===== config.mk =====
export PLATFORM = sky130hd
export DESIGN_NAME = keyed_event_counter_table_top_flat
export DESIGN_NICKNAME = d
export VERILOG_FILES = /design/src/rtl/kect_pkg.sv /design/src/rtl/kect_in_if.sv /design/src/rtl/kect_out_if.sv /design/src/rtl/keyed_event_counter_table_top.sv /design/src/rtl/kect_ram.sv /design/src/rtl/kect_front.sv /design/src/rtl/kect_back.sv /design/src/flat_wrapper.sv
export SDC_FILE = /design/constraint.sdc
export NUM_CORES = 2
export LEC_CHECK = 0
export BUFFER_PORTS_ARGS = -buffer_cell sky130_fd_sc_hd__buf_2
export CORE_UTILIZATION = 45
export DETAILED_ROUTE_END_ITERATION = 8
export SLEW_MARGIN = 20
export SYNTH_ARGS = -nofsm -noshare
export SYNTH_HDL_FRONTEND = slang
export SYNTH_SLANG_ARGS = --single-unit

===== constraint.sdc =====
create_clock -name clk -period 7.96 [get_ports clk]
set_input_delay 1.592 -clock clk [delete_from_list [all_inputs] [get_ports clk]]
set_output_delay 1.592 -clock clk [all_outputs]
set_load 0.05 [all_outputs]

===== src/rtl/kect_pkg.sv =====
// Package with the shared codes and item types of the keyed event counter table.
package kect_pkg;

	typedef enum logic [1:0] {
		FN_COUNT = 2'd0,
		FN_PRUNE = 2'd1,
		FN_QUERY = 2'd2,
		FN_CLEAR = 2'd3
	} func_t;

	localparam int KEY_W = 32;
	localparam int HITS_W = 16;
	localparam int CNT_OUT_W = 7;
	localparam logic [HITS_W-1:0] HITS_MAX = '1;

	typedef struct packed {
		func_t func;
		logic [KEY_W-1:0] key;
		logic [HITS_W-1:0] threshold;
	} cmd_t;

	typedef struct packed {
		logic [KEY_W-1:0] key;
		logic [HITS_W-1:0] hits;
	} entry_t;

endpackage


===== src/rtl/kect_in_if.sv =====
// Input channel of the keyed event counter table.
interface kect_in_if;
	import kect_pkg::*;
	logic valid;
	logic ready;
	logic [1:0] func;
	logic [KEY_W-1:0] key;
	logic [HITS_W-1:0] threshold;
	modport source (output valid, output func, output key, output threshold, input ready);
	modport sink (input valid, input func, input key, input threshold, output ready);
endinterface


===== src/rtl/kect_out_if.sv =====
// Result channel of the keyed event counter table.
interface kect_out_if;
	import kect_pkg::*;
	logic valid;
	logic ready;
	logic [KEY_W-1:0] best_key;
	logic [HITS_W-1:0] best_count;
	logic [CNT_OUT_W-1:0] entry_count;
	logic status;
	modport source (output valid, output best_key, output best_count, output entry_count,
		output status, input ready);
	modport sink (input valid, input best_key, input best_count, input entry_count,
		input status, output ready);
endinterface


===== src/rtl/keyed_event_counter_table_top.sv =====
// Top level of the keyed event counter table.
//
// Items enter on in_ch (func, key, threshold) with a valid/ready handshake and
// each produces exactly one result on out_ch (best_key, best_count,
// entry_count, status). A front end classifies items into a two-entry queue,
// so up to two items are taken while the back end is busy or a result waits.
// The back end reads every table entry once from a RAM, one entry per cycle,
// removing pruned entries and tracking the best key in the same pass, and
// then writes the new or incremented count back. Each item passes from the
// queue through the scan, drain and finish states to its result, one at a
// time. A result is held until out_ch.ready is high; while it waits, the
// back end takes no new item and the queue fills.
// Reset empties the table at once by clearing the per-entry valid bits; the
// RAM contents are not cleared.
module keyed_event_counter_table_top import kect_pkg::*; #(
	parameter int TABLE_ENTRIES = 64
) (
	input  logic clk,
	input  logic arst_n,
	kect_in_if.sink in_ch,
	kect_out_if.source out_ch
);
	logic q_valid;
	cmd_t q_cmd;
	logic q_pop;

	kect_front u_front (
		.clk(clk), .arst_n(arst_n), .in_ch(in_ch),
		.q_valid(q_valid), .q_cmd(q_cmd), .q_pop(q_pop)
	);

	kect_back #(.TABLE_ENTRIES(TABLE_ENTRIES)) u_back (
		.clk(clk), .arst_n(arst_n),
		.q_valid(q_valid), .q_cmd(q_cmd), .q_pop(q_pop), .out_ch(out_ch)
	);
endmodule


===== src/rtl/kect_ram.sv =====
// Generic single-write, single-read RAM with registered read data.
module kect_ram #(
	parameter int WIDTH = 48,
	parameter int DEPTH = 64
) (
	input  logic                     clk,
	input  logic                     we,
	input  logic [$clog2(DEPTH)-1:0] waddr,
	input  logic [WIDTH-1:0]         wdata,
	input  logic [$clog2(DEPTH)-1:0] raddr,
	output logic [WIDTH-1:0]         rdata
);
	logic [WIDTH-1:0] mem [DEPTH];

	always_ff @(posedge clk) begin
		if (we) begin
			mem[waddr] <= wdata;
		end
		rdata <= mem[raddr];
	end
endmodule


===== src/rtl/kect_front.sv =====
// Front end: accepts and classifies items into a two-entry command queue.
module kect_front import kect_pkg::*; (
	input  logic  clk,
	input  logic  arst_n,
	kect_in_if.sink in_ch,
	output logic  q_valid,
	output cmd_t  q_cmd,
	input  logic  q_pop
);
	cmd_t       buf_q [2];
	logic       wr_q;
	logic       rd_q;
	logic [1:0] cnt_q;
	cmd_t       cls;
	logic       push;

	always_comb begin
		cls.func = func_t'(in_ch.func);
		cls.key = in_ch.key;
		cls.threshold = in_ch.threshold;
		if (cls.func == FN_PRUNE && in_ch.threshold == '0) begin
			cls.func = FN_QUERY;
		end
	end

	assign in_ch.ready = (cnt_q != 2'd2);
	assign push = in_ch.valid && in_ch.ready;
	assign q_valid = (cnt_q != 2'd0);
	assign q_cmd = buf_q[rd_q];

	always_ff @(posedge clk) begin
		if (push) begin
			buf_q[wr_q] <= cls;
		end
	end

	always_ff @(posedge clk or negedge arst_n) begin
		if (!arst_n) begin
			wr_q <= 1'b0;
			rd_q <= 1'b0;
			cnt_q <= 2'd0;
		end else begin
			if (push) begin
				wr_q <= ~wr_q;
			end
			if (q_pop) begin
				rd_q <= ~rd_q;
			end
			case ({push, q_pop})
				2'b10: cnt_q <= cnt_q + 2'd1;
				2'b01: cnt_q <= cnt_q - 2'd1;
				default: cnt_q <= cnt_q;
			endcase
		end
	end
endmodule


===== src/rtl/kect_back.sv =====
// Back end: scans the table once per command, updates it and finds the best key.
module kect_back import kect_pkg::*; #(
	parameter int TABLE_ENTRIES = 64
) (
	input  logic clk,
	input  logic arst_n,
	input  logic q_valid,
	input  cmd_t q_cmd,
	output logic q_pop,
	kect_out_if.source out_ch
);
	localparam int IW = $clog2(TABLE_ENTRIES);
	localparam int CW = $clog2(TABLE_ENTRIES + 1);
	localparam logic [IW-1:0] LAST = IW'(TABLE_ENTRIES - 1);

	typedef enum logic [2:0] {S_IDLE, S_SCAN, S_DRAIN, S_FIN, S_OUT} state_t;

	state_t                   state_q;
	cmd_t                     cmd_q;
	logic [IW-1:0]            cnt_q;
	logic [TABLE_ENTRIES-1:0] vld_q;
	logic                     rd_s1;
	logic [IW-1:0]            idx_s1;
	logic                     v_s1;
	logic                     match_q;
	logic [IW-1:0]            midx_q;
	logic [HITS_W-1:0]        mhits_q;
	logic                     free_q;
	logic [IW-1:0]            fidx_q;
	logic [CW-1:0]            used_q;
	logic                     found_q;
	logic [KEY_W-1:0]         bk_q;
	logic [HITS_W-1:0]        bc_q;
	logic                     status_q;

	entry_t            rdata;
	logic              ram_we;
	logic [IW-1:0]     ram_waddr;
	entry_t            ram_wdata;
	logic              is_match;
	logic              live;
	logic [HITS_W-1:0] eff;
	logic              better;
	logic              new_better;
	logic [HITS_W-1:0] mhits_inc;

	kect_ram #(.WIDTH(KEY_W + HITS_W), .DEPTH(TABLE_ENTRIES)) u_ram (
		.clk(clk), .we(ram_we), .waddr(ram_waddr), .wdata(ram_wdata),
		.raddr(cnt_q), .rdata(rdata)
	);

	assign mhits_inc = (mhits_q == HITS_MAX) ? mhits_q : mhits_q + 1'b1;

	always_comb begin
		is_match = v_s1 && cmd_q.func == FN_COUNT && rdata.key == cmd_q.key;
		live = v_s1 && !(cmd_q.func == FN_PRUNE && rdata.hits < cmd_q.threshold);
		eff = rdata.hits;
		if (is_match && rdata.hits != HITS_MAX) begin
			eff = rdata.hits + 1'b1;
		end
		better = !found_q || eff > bc_q || (eff == bc_q && rdata.key > bk_q);
		new_better = !found_q || bc_q < HITS_W'(1)
			|| (bc_q == HITS_W'(1) && cmd_q.key > bk_q);
		ram_we = 1'b0;
		ram_waddr = midx_q;
		ram_wdata.key = cmd_q.key;
		ram_wdata.hits = mhits_inc;
		if (state_q == S_FIN && cmd_q.func == FN_COUNT) begin
			if (match_q) begin
				ram_we = 1'b1;
			end else if (free_q) begin
				ram_we = 1'b1;
				ram_waddr = fidx_q;
				ram_wdata.hits = HITS_W'(1);
			end
		end
	end

	assign q_pop = (state_q == S_IDLE) && q_valid;
	assign out_ch.valid = (state_q == S_OUT);
	assign out_ch.best_key = bk_q;
	assign out_ch.best_count = bc_q;
	assign out_ch.entry_count = CNT_OUT_W'(used_q);
	assign out_ch.status = status_q;

	always_ff @(posedge clk) begin
		if (q_pop) begin
			cmd_q <= q_cmd;
		end
		if (state_q == S_SCAN) begin
			idx_s1 <= cnt_q;
			v_s1 <= vld_q[cnt_q];
		end
		if (rd_s1 && is_match) begin
			midx_q <= idx_s1;
			mhits_q <= rdata.hits;
		end
		if (rd_s1 && !v_s1 && !free_q) begin
			fidx_q <= idx_s1;
		end
	end

	always_ff @(posedge clk or negedge arst_n) begin
		if (!arst_n) begin
			state_q <= S_IDLE;
			cnt_q <= '0;
			vld_q <= '0;
			rd_s1 <= 1'b0;
			match_q <= 1'b0;
			free_q <= 1'b0;
			used_q <= '0;
			found_q <= 1'b0;
			bk_q <= '0;
			bc_q <= '0;
			status_q <= 1'b0;
		end else begin
			if (rd_s1) begin
				if (is_match) begin
					match_q <= 1'b1;
				end
				if (!v_s1) begin
					free_q <= 1'b1;
				end
				if (v_s1 && !live) begin
					vld_q[idx_s1] <= 1'b0;
				end
				if (live) begin
					used_q <= used_q + 1'b1;
					if (better) begin
						found_q <= 1'b1;
						bk_q <= rdata.key;
						bc_q <= eff;
					end
				end
			end
			case (state_q)
				S_IDLE: begin
					if (q_valid) begin
						if (q_cmd.func == FN_CLEAR) begin
							vld_q <= '0;
						end
						cnt_q <= '0;
						match_q <= 1'b0;
						free_q <= 1'b0;
						used_q <= '0;
						found_q <= 1'b0;
						bk_q <= '0;
						bc_q <= '0;
						status_q <= 1'b0;
						state_q <= S_SCAN;
					end
				end
				S_SCAN: begin
					rd_s1 <= 1'b1;
					if (cnt_q == LAST) begin
						state_q <= S_DRAIN;
					end else begin
						cnt_q <= cnt_q + 1'b1;
					end
				end
				S_DRAIN: begin
					rd_s1 <= 1'b0;
					state_q <= S_FIN;
				end
				S_FIN: begin
					if (cmd_q.func == FN_COUNT && !match_q) begin
						if (free_q) begin
							vld_q[fidx_q] <= 1'b1;
							used_q <= used_q + 1'b1;
							if (new_better) begin
								found_q <= 1'b1;
								bk_q <= cmd_q.key;
								bc_q <= HITS_W'(1);
							end
						end else begin
							status_q <= 1'b1;
						end
					end
					state_q <= S_OUT;
				end
				S_OUT: begin
					if (out_ch.ready) begin
						state_q <= S_IDLE;
					end
				end
				default: state_q <= S_IDLE;
			endcase
		end
	end
endmodule

===== src/flat_wrapper.sv =====
// flat-port wrapper written by rule: the top's interface ports become plain ports
module keyed_event_counter_table_top_flat import kect_pkg::*;
#(
	parameter int TABLE_ENTRIES = 64
)
  (clk, arst_n, in_ch_valid, in_ch_func, in_ch_key, in_ch_threshold, in_ch_ready, out_ch_valid, out_ch_best_key, out_ch_best_count, out_ch_entry_count, out_ch_status, out_ch_ready);
  kect_in_if in_ch_i ();
  kect_out_if out_ch_i ();
  input  logic clk;
  input  logic arst_n;
  input wire logic [$bits(in_ch_i.valid)-1:0] in_ch_valid;
  input wire logic [$bits(in_ch_i.func)-1:0] in_ch_func;
  input wire logic [$bits(in_ch_i.key)-1:0] in_ch_key;
  input wire logic [$bits(in_ch_i.threshold)-1:0] in_ch_threshold;
  output wire logic [$bits(in_ch_i.ready)-1:0] in_ch_ready;
  output wire logic [$bits(out_ch_i.valid)-1:0] out_ch_valid;
  output wire logic [$bits(out_ch_i.best_key)-1:0] out_ch_best_key;
  output wire logic [$bits(out_ch_i.best_count)-1:0] out_ch_best_count;
  output wire logic [$bits(out_ch_i.entry_count)-1:0] out_ch_entry_count;
  output wire logic [$bits(out_ch_i.status)-1:0] out_ch_status;
  input wire logic [$bits(out_ch_i.ready)-1:0] out_ch_ready;
  assign in_ch_i.valid = in_ch_valid;
  assign in_ch_i.func = in_ch_func;
  assign in_ch_i.key = in_ch_key;
  assign in_ch_i.threshold = in_ch_threshold;
  assign in_ch_ready = in_ch_i.ready;
  assign out_ch_valid = out_ch_i.valid;
  assign out_ch_best_key = out_ch_i.best_key;
  assign out_ch_best_count = out_ch_i.best_count;
  assign out_ch_entry_count = out_ch_i.entry_count;
  assign out_ch_status = out_ch_i.status;
  assign out_ch_i.ready = out_ch_ready;
  keyed_event_counter_table_top #(.TABLE_ENTRIES(TABLE_ENTRIES)) u_core (.clk(clk), .arst_n(arst_n), .in_ch(in_ch_i), .out_ch(out_ch_i));
endmodule

======== Yosys cells after proc, flatten, opt, wreduce, memory -nomap -nowiden ========
Memories as Yosys holds them, arrays and structs flattened. A register that Yosys moved wholly into a read port is not among the register bits.
Index checks and enable logic that the tools add are counted.
storage, ports and cells
  register bits after elaboration ......... 222
  RAM bits ................................ 3172
  memories ................................ 2
cells by class
  add/sub/neg operators ................... 6
  magnitude comparators ................... 10
  equal/unequal tests ..................... 22
  muxes and demuxes ....................... 80
  bitwise gates (word level) .............. 5
  reductions and logical operators ........ 39
memories
  name                     depth  bits a word  read ports  clocked after memory_dff  write ports  RTL line          text
  u_core.u_back.u_ram.mem  64     48           1           1                         1            kect_ram.sv:13    logic [WIDTH-1:0] mem [DEPTH];
  u_core.u_front.buf_q     2      50           1           0                         1            kect_front.sv:10  cmd_t buf_q [2];
operator list
  cell                                                          count
  2-to-1 mux 64 bit                                             6
  2-to-1 mux 32 bit                                             7
  2-to-1 mux 16 bit                                             12
  one-hot mux 64 bit (2 select lines)                           1
  bitwise AND 64 bit                                            1
  greater-than comparator 32 bit                                2
  inverter 64 bit                                               1
  OR 64 bit                                                     1
  one-hot mux 32 bit (2 select lines)                           1
  2-to-1 mux 7 bit                                              5
  adder 16 x 1 -> 16 bit (second input constant)                2
  == test 32 bit                                                1
  one-hot mux 16 bit (2 select lines)                           1
  2-to-1 mux 6 bit                                              5
  2-to-1 mux 1 bit                                              28
  less-than comparator 6 x 7 -> 1 bit (second input constant)   3
  logical AND 1 bit                                             18
  == test 16 x 1 -> 1 bit (second input constant)               1
  == test 16 bit                                                1
  == test 16 bit (second input constant)                        1
  greater-than comparator 16 bit                                1
  zero test 16 bit                                              1
  less-than comparator 16 x 1 -> 1 bit (second input constant)  1
  less-than comparator 16 bit                                   1
  31 further kinds                                              60

======== Logic depth before layout (Yosys ltp) ========
  depth after elaboration ................. 15
  gate-level depth with buffers ........... 17
  gate-level depth less buffers ........... 14

======== Cells and area by module ========
A second synthesis with hierarchy kept.
second synthesis, totals
  cell total of the unflattened synthesis .. 6362
  area, all modules ....................... 133675.7 µm²
by module, submodules not included
  module      times used  cells each  area an instance (µm²)
  kect_ram    1           4970        117117.3
  kect_back   1           1211        12718.4
  kect_front  1           181         3839.9

======== Worst setup path before layout ========
OpenSTA, ideal clock, no wires.
  path kind ............................... reg-to-reg
  start ................................... register u_core.u_back.cmd_q[49] in the netlist's numbering
  end ..................................... memory u_core.u_back.u_ram.mem[56][0] (enable)
  setup time .............................. 513 ps
  arrival time ............................ 5194 ps
  required time ........................... 7447 ps
  slack ................................... 2253 ps
  stages on the path, launching flop included .. 8
  cells stage by stage .................... edfxtp_1 -> nor4b_1 -> nand2_1 -> clkbuf_1 -> or3_1 -> o31ai_1 -> nand2_1 -> nor3_1
on the way
  longest elaborated chain between the ends .. 5
RTL lines
  element                                 RTL line         text
  start, declared                         kect_back.sv:19  cmd_t cmd_q;
  start signal, assigned                  kect_back.sv:88  cmd_q <= q_cmd;
  zero test 2 bit (*)                     kect_back.sv:68  if (state_q == S_FIN && cmd_q.func == FN_COUNT) begin
  logical AND 1 bit (*)                   kect_back.sv:68
  2-to-1 mux 1 bit                        kect_back.sv:68
  2-to-1 mux 1 bit                        kect_ram.sv:16   if (we) begin
  2-to-1 mux 1 bit (not written as such)  kect_ram.sv:17   mem[waddr] <= wdata;
  end, declared                           kect_ram.sv:13
Every way passes the cells marked *; elsewhere a longest branch is shown, timed or not.

======== Worst setup path after layout ========
  start ................................... register u_core.u_back.cmd_q[16] in the netlist's numbering
  end ..................................... register u_core.u_back.bk_q[24], in the netlist u_core.u_back.out_ch.best_key[24]
on the way
  longest elaborated chain between the ends .. 14
RTL lines
  element                                                           RTL line          text
  == test 32 bit                                                    kect_back.sv:55   is_match = v_s1 && cmd_q.func == FN_COUNT && rdata.key == cmd_q.key;
  logical AND 1 bit                                                 kect_back.sv:55
  logical AND 1 bit                                                 kect_back.sv:58   if (is_match && rdata.hits != HITS_MAX) begin
  2-to-1 mux 16 bit                                                 kect_back.sv:58
  greater-than comparator 16 bit or == test 16 bit (tied branches)  kect_back.sv:61   better = !found_q || eff > bc_q || (eff == bc_q && rdata.key > bk_q);
  logical OR 1 bit or logical AND 1 bit (tied branches)             kect_back.sv:61
  logical OR 1 bit                                                  kect_back.sv:61
  2-to-1 mux 32 bit                                                 kect_back.sv:129  if (better) begin
  2-to-1 mux 32 bit                                                 kect_back.sv:127  if (live) begin
  2-to-1 mux 32 bit                                                 kect_back.sv:117  if (rd_s1) begin
  2-to-1 mux 32 bit                                                 kect_back.sv:170  if (new_better) begin
  2-to-1 mux 32 bit                                                 kect_back.sv:167  if (free_q) begin
  2-to-1 mux 32 bit                                                 kect_back.sv:166  if (cmd_q.func == FN_COUNT && !match_q) begin
  one-hot mux 32 bit (2 select lines) (*)                           kect_back.sv:136  case (state_q)
  end signal, assigned                                              kect_back.sv:131  bk_q <= rdata.key;
  end signal, assigned                                              kect_back.sv:172  bk_q <= cmd_q.key;
  end, declared                                                     kect_back.sv:32   logic [KEY_W-1:0] bk_q;
Marked as above.
A chain may end at the register's enable or synchronous reset.

==> metrics.md <==
| Metric | Value |
|---|---|
| Outcome | `completed` |
| Latest clock arrival within the worst-skew pair | `930 ps` |
| RR Startpoint | `u_core.u_back.cmd_q[16]` |
| # DRC | `0` |
| Hold_sp | `u_core.u_back.u_ram.rdata[5]` |
| Peak supply drop | `321 uV` |
| Ys async rst share | `0.0398` |
| HP Class | `register to register` |
| Row cnt | `199` |
| Cell depth of the worst hold path | `0` |
| Port Buf Inserts | `111` |
| Post-DR wirelength/cell | `35.7 um` |
| Clock Tree Buf Depth | `4` |
| Setup violators final | `0` |
| Fillers | `22800` |
| Post-synthesis sequential area ratio | `0.763` |
| R2R setup slack | `1830 ps` |
| First-pass GRT wire length | `521000 um` |
| Reg clk slew, reported paths | `70 ps` |
| FF-to-FF End | `u_core.u_back.out_ch.best_key[24]` |
| Post-Route WL | `376000 um` |
| Share of cells above drive strength 1 | `0.304` |
| Place WS | `1800 ps` |
| Most common library cell in the layout ignoring fill and taps | `edfxtp_1` |
| Layout area overhead | `13.5%` |
| Final Cycle Share | `0.770` |
| Main synth FF type | `edfxtp_1` |
| # nets final | `6456` |
| Worst Path Arrival | `6910 ps` |
| Starting density of the core | `0.454` |
| Total number of vias | `65600` |
| Num CTS Buffers | `356` |
| Hold EP | `u_core.u_back.mhits_q[5]` |
| Highest net fanout along the worst path | `66` |
| Largest net degree at the start of global routing | `137` |
| Slew Limit Fails | `0` |
| Initial DRC Count | `8725` |
| Core box area | `0.295 mm2` |
| Flops & latches, synth | `3442` |
| Setup ws final | `1830 ps` |
| Post-CTS Setup Bufs | `0` |
| Unrepaired setup endpoints after global routing | `no` |
| Setup TNS | `0 ps` |
| Number of synthesized flops with an enable pin | `3257` |
| Tot GR Track Use | `0.250` |
| Yosys top cell area share | `0.730` |
| CTS tree | `done` |
| CTS root buf | `clkbuf_16` |
| Syn Std Cell Area | `0.134 mm2` |
| Remaining Overflow, GRT | `0` |
| Die width | `548 um` |
| Max_slew headroom | `0.229` |
| Commonest cells after routing, fill and taps aside | `edfxtp_1 (3257), mux4_2 (1029), clkbuf_16 (359)` |
| Crit Path Class | `register to register` |
| Skew final | `57.7 ps` |
| Die H | `548 um` |
| Vias in the first global route | `65300` |
| Clock Sinks | `3442` |
| Ports | `112` |
| Final hold violation count | `0` |
| Gate Count Post-Synth | `5904` |
| Detailed Routing Iterations Pass 1 | `6` |
| FMAX | `163 MHz` |
| Register area | `0.102 mm2` |
| Maxcap violations | `0` |
| Initial antenna violation count | `19` |
| CTS H-tree lvls | `5` |
| Req. time, crit path | `8730 ps` |
| Via density | `6.24` |
| Final Critical Period | `6130 ps` |
| Synth top area cells | `edfxtp_1 (73%), mux4_2 (17%), dfrtp_1 (2.6%)` |
| Synth warn | `0` |
| Tightest Pin Transition | `1150 ps` |
| Power per standard cell area | `342 mW/mm2` |
| Resized cells post-CTS | `0` |
| Footprint of the multi-input gates | `0.0309 mm2` |
| CP endpoint kind | `register` |
| Leakage | `0.0480 uW` |
| Die area | `0.300 mm2` |
| HPWL after DPL | `211000 um` |
| CP Launch Type | `register` |
| Synth area leader | `edfxtp_1` |
| Reg2reg path depth | `15` |
| Cts hold-fix bufs | `0` |
| Post-Syn Area per Cell | `22.7 um2` |
| Mapped Nets | `6058` |
| Final antenna-violating net count | `0` |
| Synth cell types | `73` |
| Gpl congestion | `0.890` |
-- cells by family (layout without fill, tap and decap cells) --
family,count (synthesis),after routing,synth area share
DFF,3442,3442,0.763
adders and majority gates,100,100,0.00934
other,0,9,0
AOI/OAI and AO/OA,292,292,0.0134
muxes,1118,1118,0.180
and+or+nand+nor,521,521,0.0184
buffers and inverters,360,1042,0.0112
xor gates and xnor gates,71,71,0.00464
-- routing by layer --
| metal | wire, um | global-route usage | share of wire | up-vias |
|---|---|---|---|---|
| met3 | 28000 | 0.0301 | 0.075 | 605 |
| met5 | 7 | 0 | 0.000019 | - |
| li1 | - | - | - | 25900 |
| met2 | 181000 | 0.400 | 0.48 | 3129 |
| met4 | 16800 | 0.0998 | 0.045 | 2 |
| met1 | 150000 | 0.353 | 0.40 | 36000 |
-- worst max path at each step --
| stage | from | end |
|---|---|---|
| 3_5_place_dp | u_core.u_back.cmd_q[22] | u_core.u_back.out_ch.best_key[24] |
| 2_1_floorplan | u_core.u_back.cmd_q[49] | u_core.u_back.u_ram.mem[56][0] |
| 4_1_cts | u_core.u_back.cmd_q[22] | u_core.u_back.out_ch.best_key[20] |
| 3_3_place_gp | u_core.u_back.cmd_q[16] | u_core.u_back.out_ch.best_key[12] |
| 5_1_grt | u_core.u_back.cmd_q[22] | u_core.u_back.out_ch.best_key[16] |
| 6_report | u_core.u_back.cmd_q[16] | u_core.u_back.out_ch.best_key[24] |
-- layout make-up --
type,count,share of cell area
tap,3919,0.0323
sequential,3442,0.672
clock buffer,442,0.0613
inverter,79,0.00197
timing repair buffer,321,0.0163
antenna,9,0.000148
clock inverter,200,0.0123
multi-input combinational,2102,0.203
-- per-stage QoR --
step	hold slack [ps]	total power [uW]	cell area, um2	instances	utilization
4_1_cts	477	52400	152000	10500	0.515
3_5_place_dp	464	36300	141000	9863	0.477
5_1_grt	497	53600	152000	10500	0.515
3_3_place_gp	452	36300	141000	9862	0.477
2_1_floorplan	423	31100	134000	5904	-
6_report	482	52000	152000	10500	0.515
-- flip-flops by register name, indices dropped and copies added (netlist names), 2 cells and up --
| signal | cells |
|---|---|
| u_core.u_back.state_q | 3 |
| u_core.u_back.u_ram.rdata | 48 |
| u_core.u_back.out_ch.best_key | 32 |
| u_core.u_front.buf_q | 100 |
| u_core.u_back.out_ch.entry_count | 7 |
| u_core.u_back.cnt_q | 6 |
| u_core.u_back.fidx_q | 6 |
| u_core.u_back.out_ch.best_count | 16 |
| u_core.u_back.vld_q | 64 |
| u_core.u_back.midx_q | 6 |
| u_core.u_back.idx_s1 | 6 |
| u_core.u_front.cnt_q | 2 |
| u_core.u_back.u_ram.mem | 3072 |
| u_core.u_back.cmd_q | 50 |
| u_core.u_back.mhits_q | 16 |
-- power by group --
part           internal [uW]  leakage [uW]  switching, uW
Combinational           6350        0.0110           7820
Sequential             20700        0.0316            937
Clock                   9170       0.00545           7010
-- critical path: stages (launching register included) --
cell      delay [ps]
edfxtp_1         320
buf_4            510
xnor2_1          280
nand4_1          240
nor4_1           310
nand4_1          660
or4b_2           890
o21a_1           140
ha_1             280
nand4_1          190
nor4_2           510
a32oi_1          340
o31ai_4          330
buf_4            570
mux2i_1          300
o21ai_1           80
-- synthesized netlist by cell type, drive strengths merged (20+ instances only) --
| library cell | number |
|---|---|
| a21oi | 108 |
| buf | 124 |
| clkbuf | 157 |
| dfrtp | 137 |
| dfxtp | 48 |
| edfxtp | 3257 |
| ha | 100 |
| inv | 79 |
| mux2 | 52 |
| mux2i | 37 |
| mux4 | 1029 |
| nand2 | 182 |
| nand3 | 39 |
| nand4 | 43 |
| nor2 | 127 |
| nor3 | 29 |
| nor4 | 28 |
| o21ai | 101 |
| o31ai | 20 |
| xnor2 | 38 |
| xor2 | 33 |
Note: power is estimated with default switching activity, not from simulation.
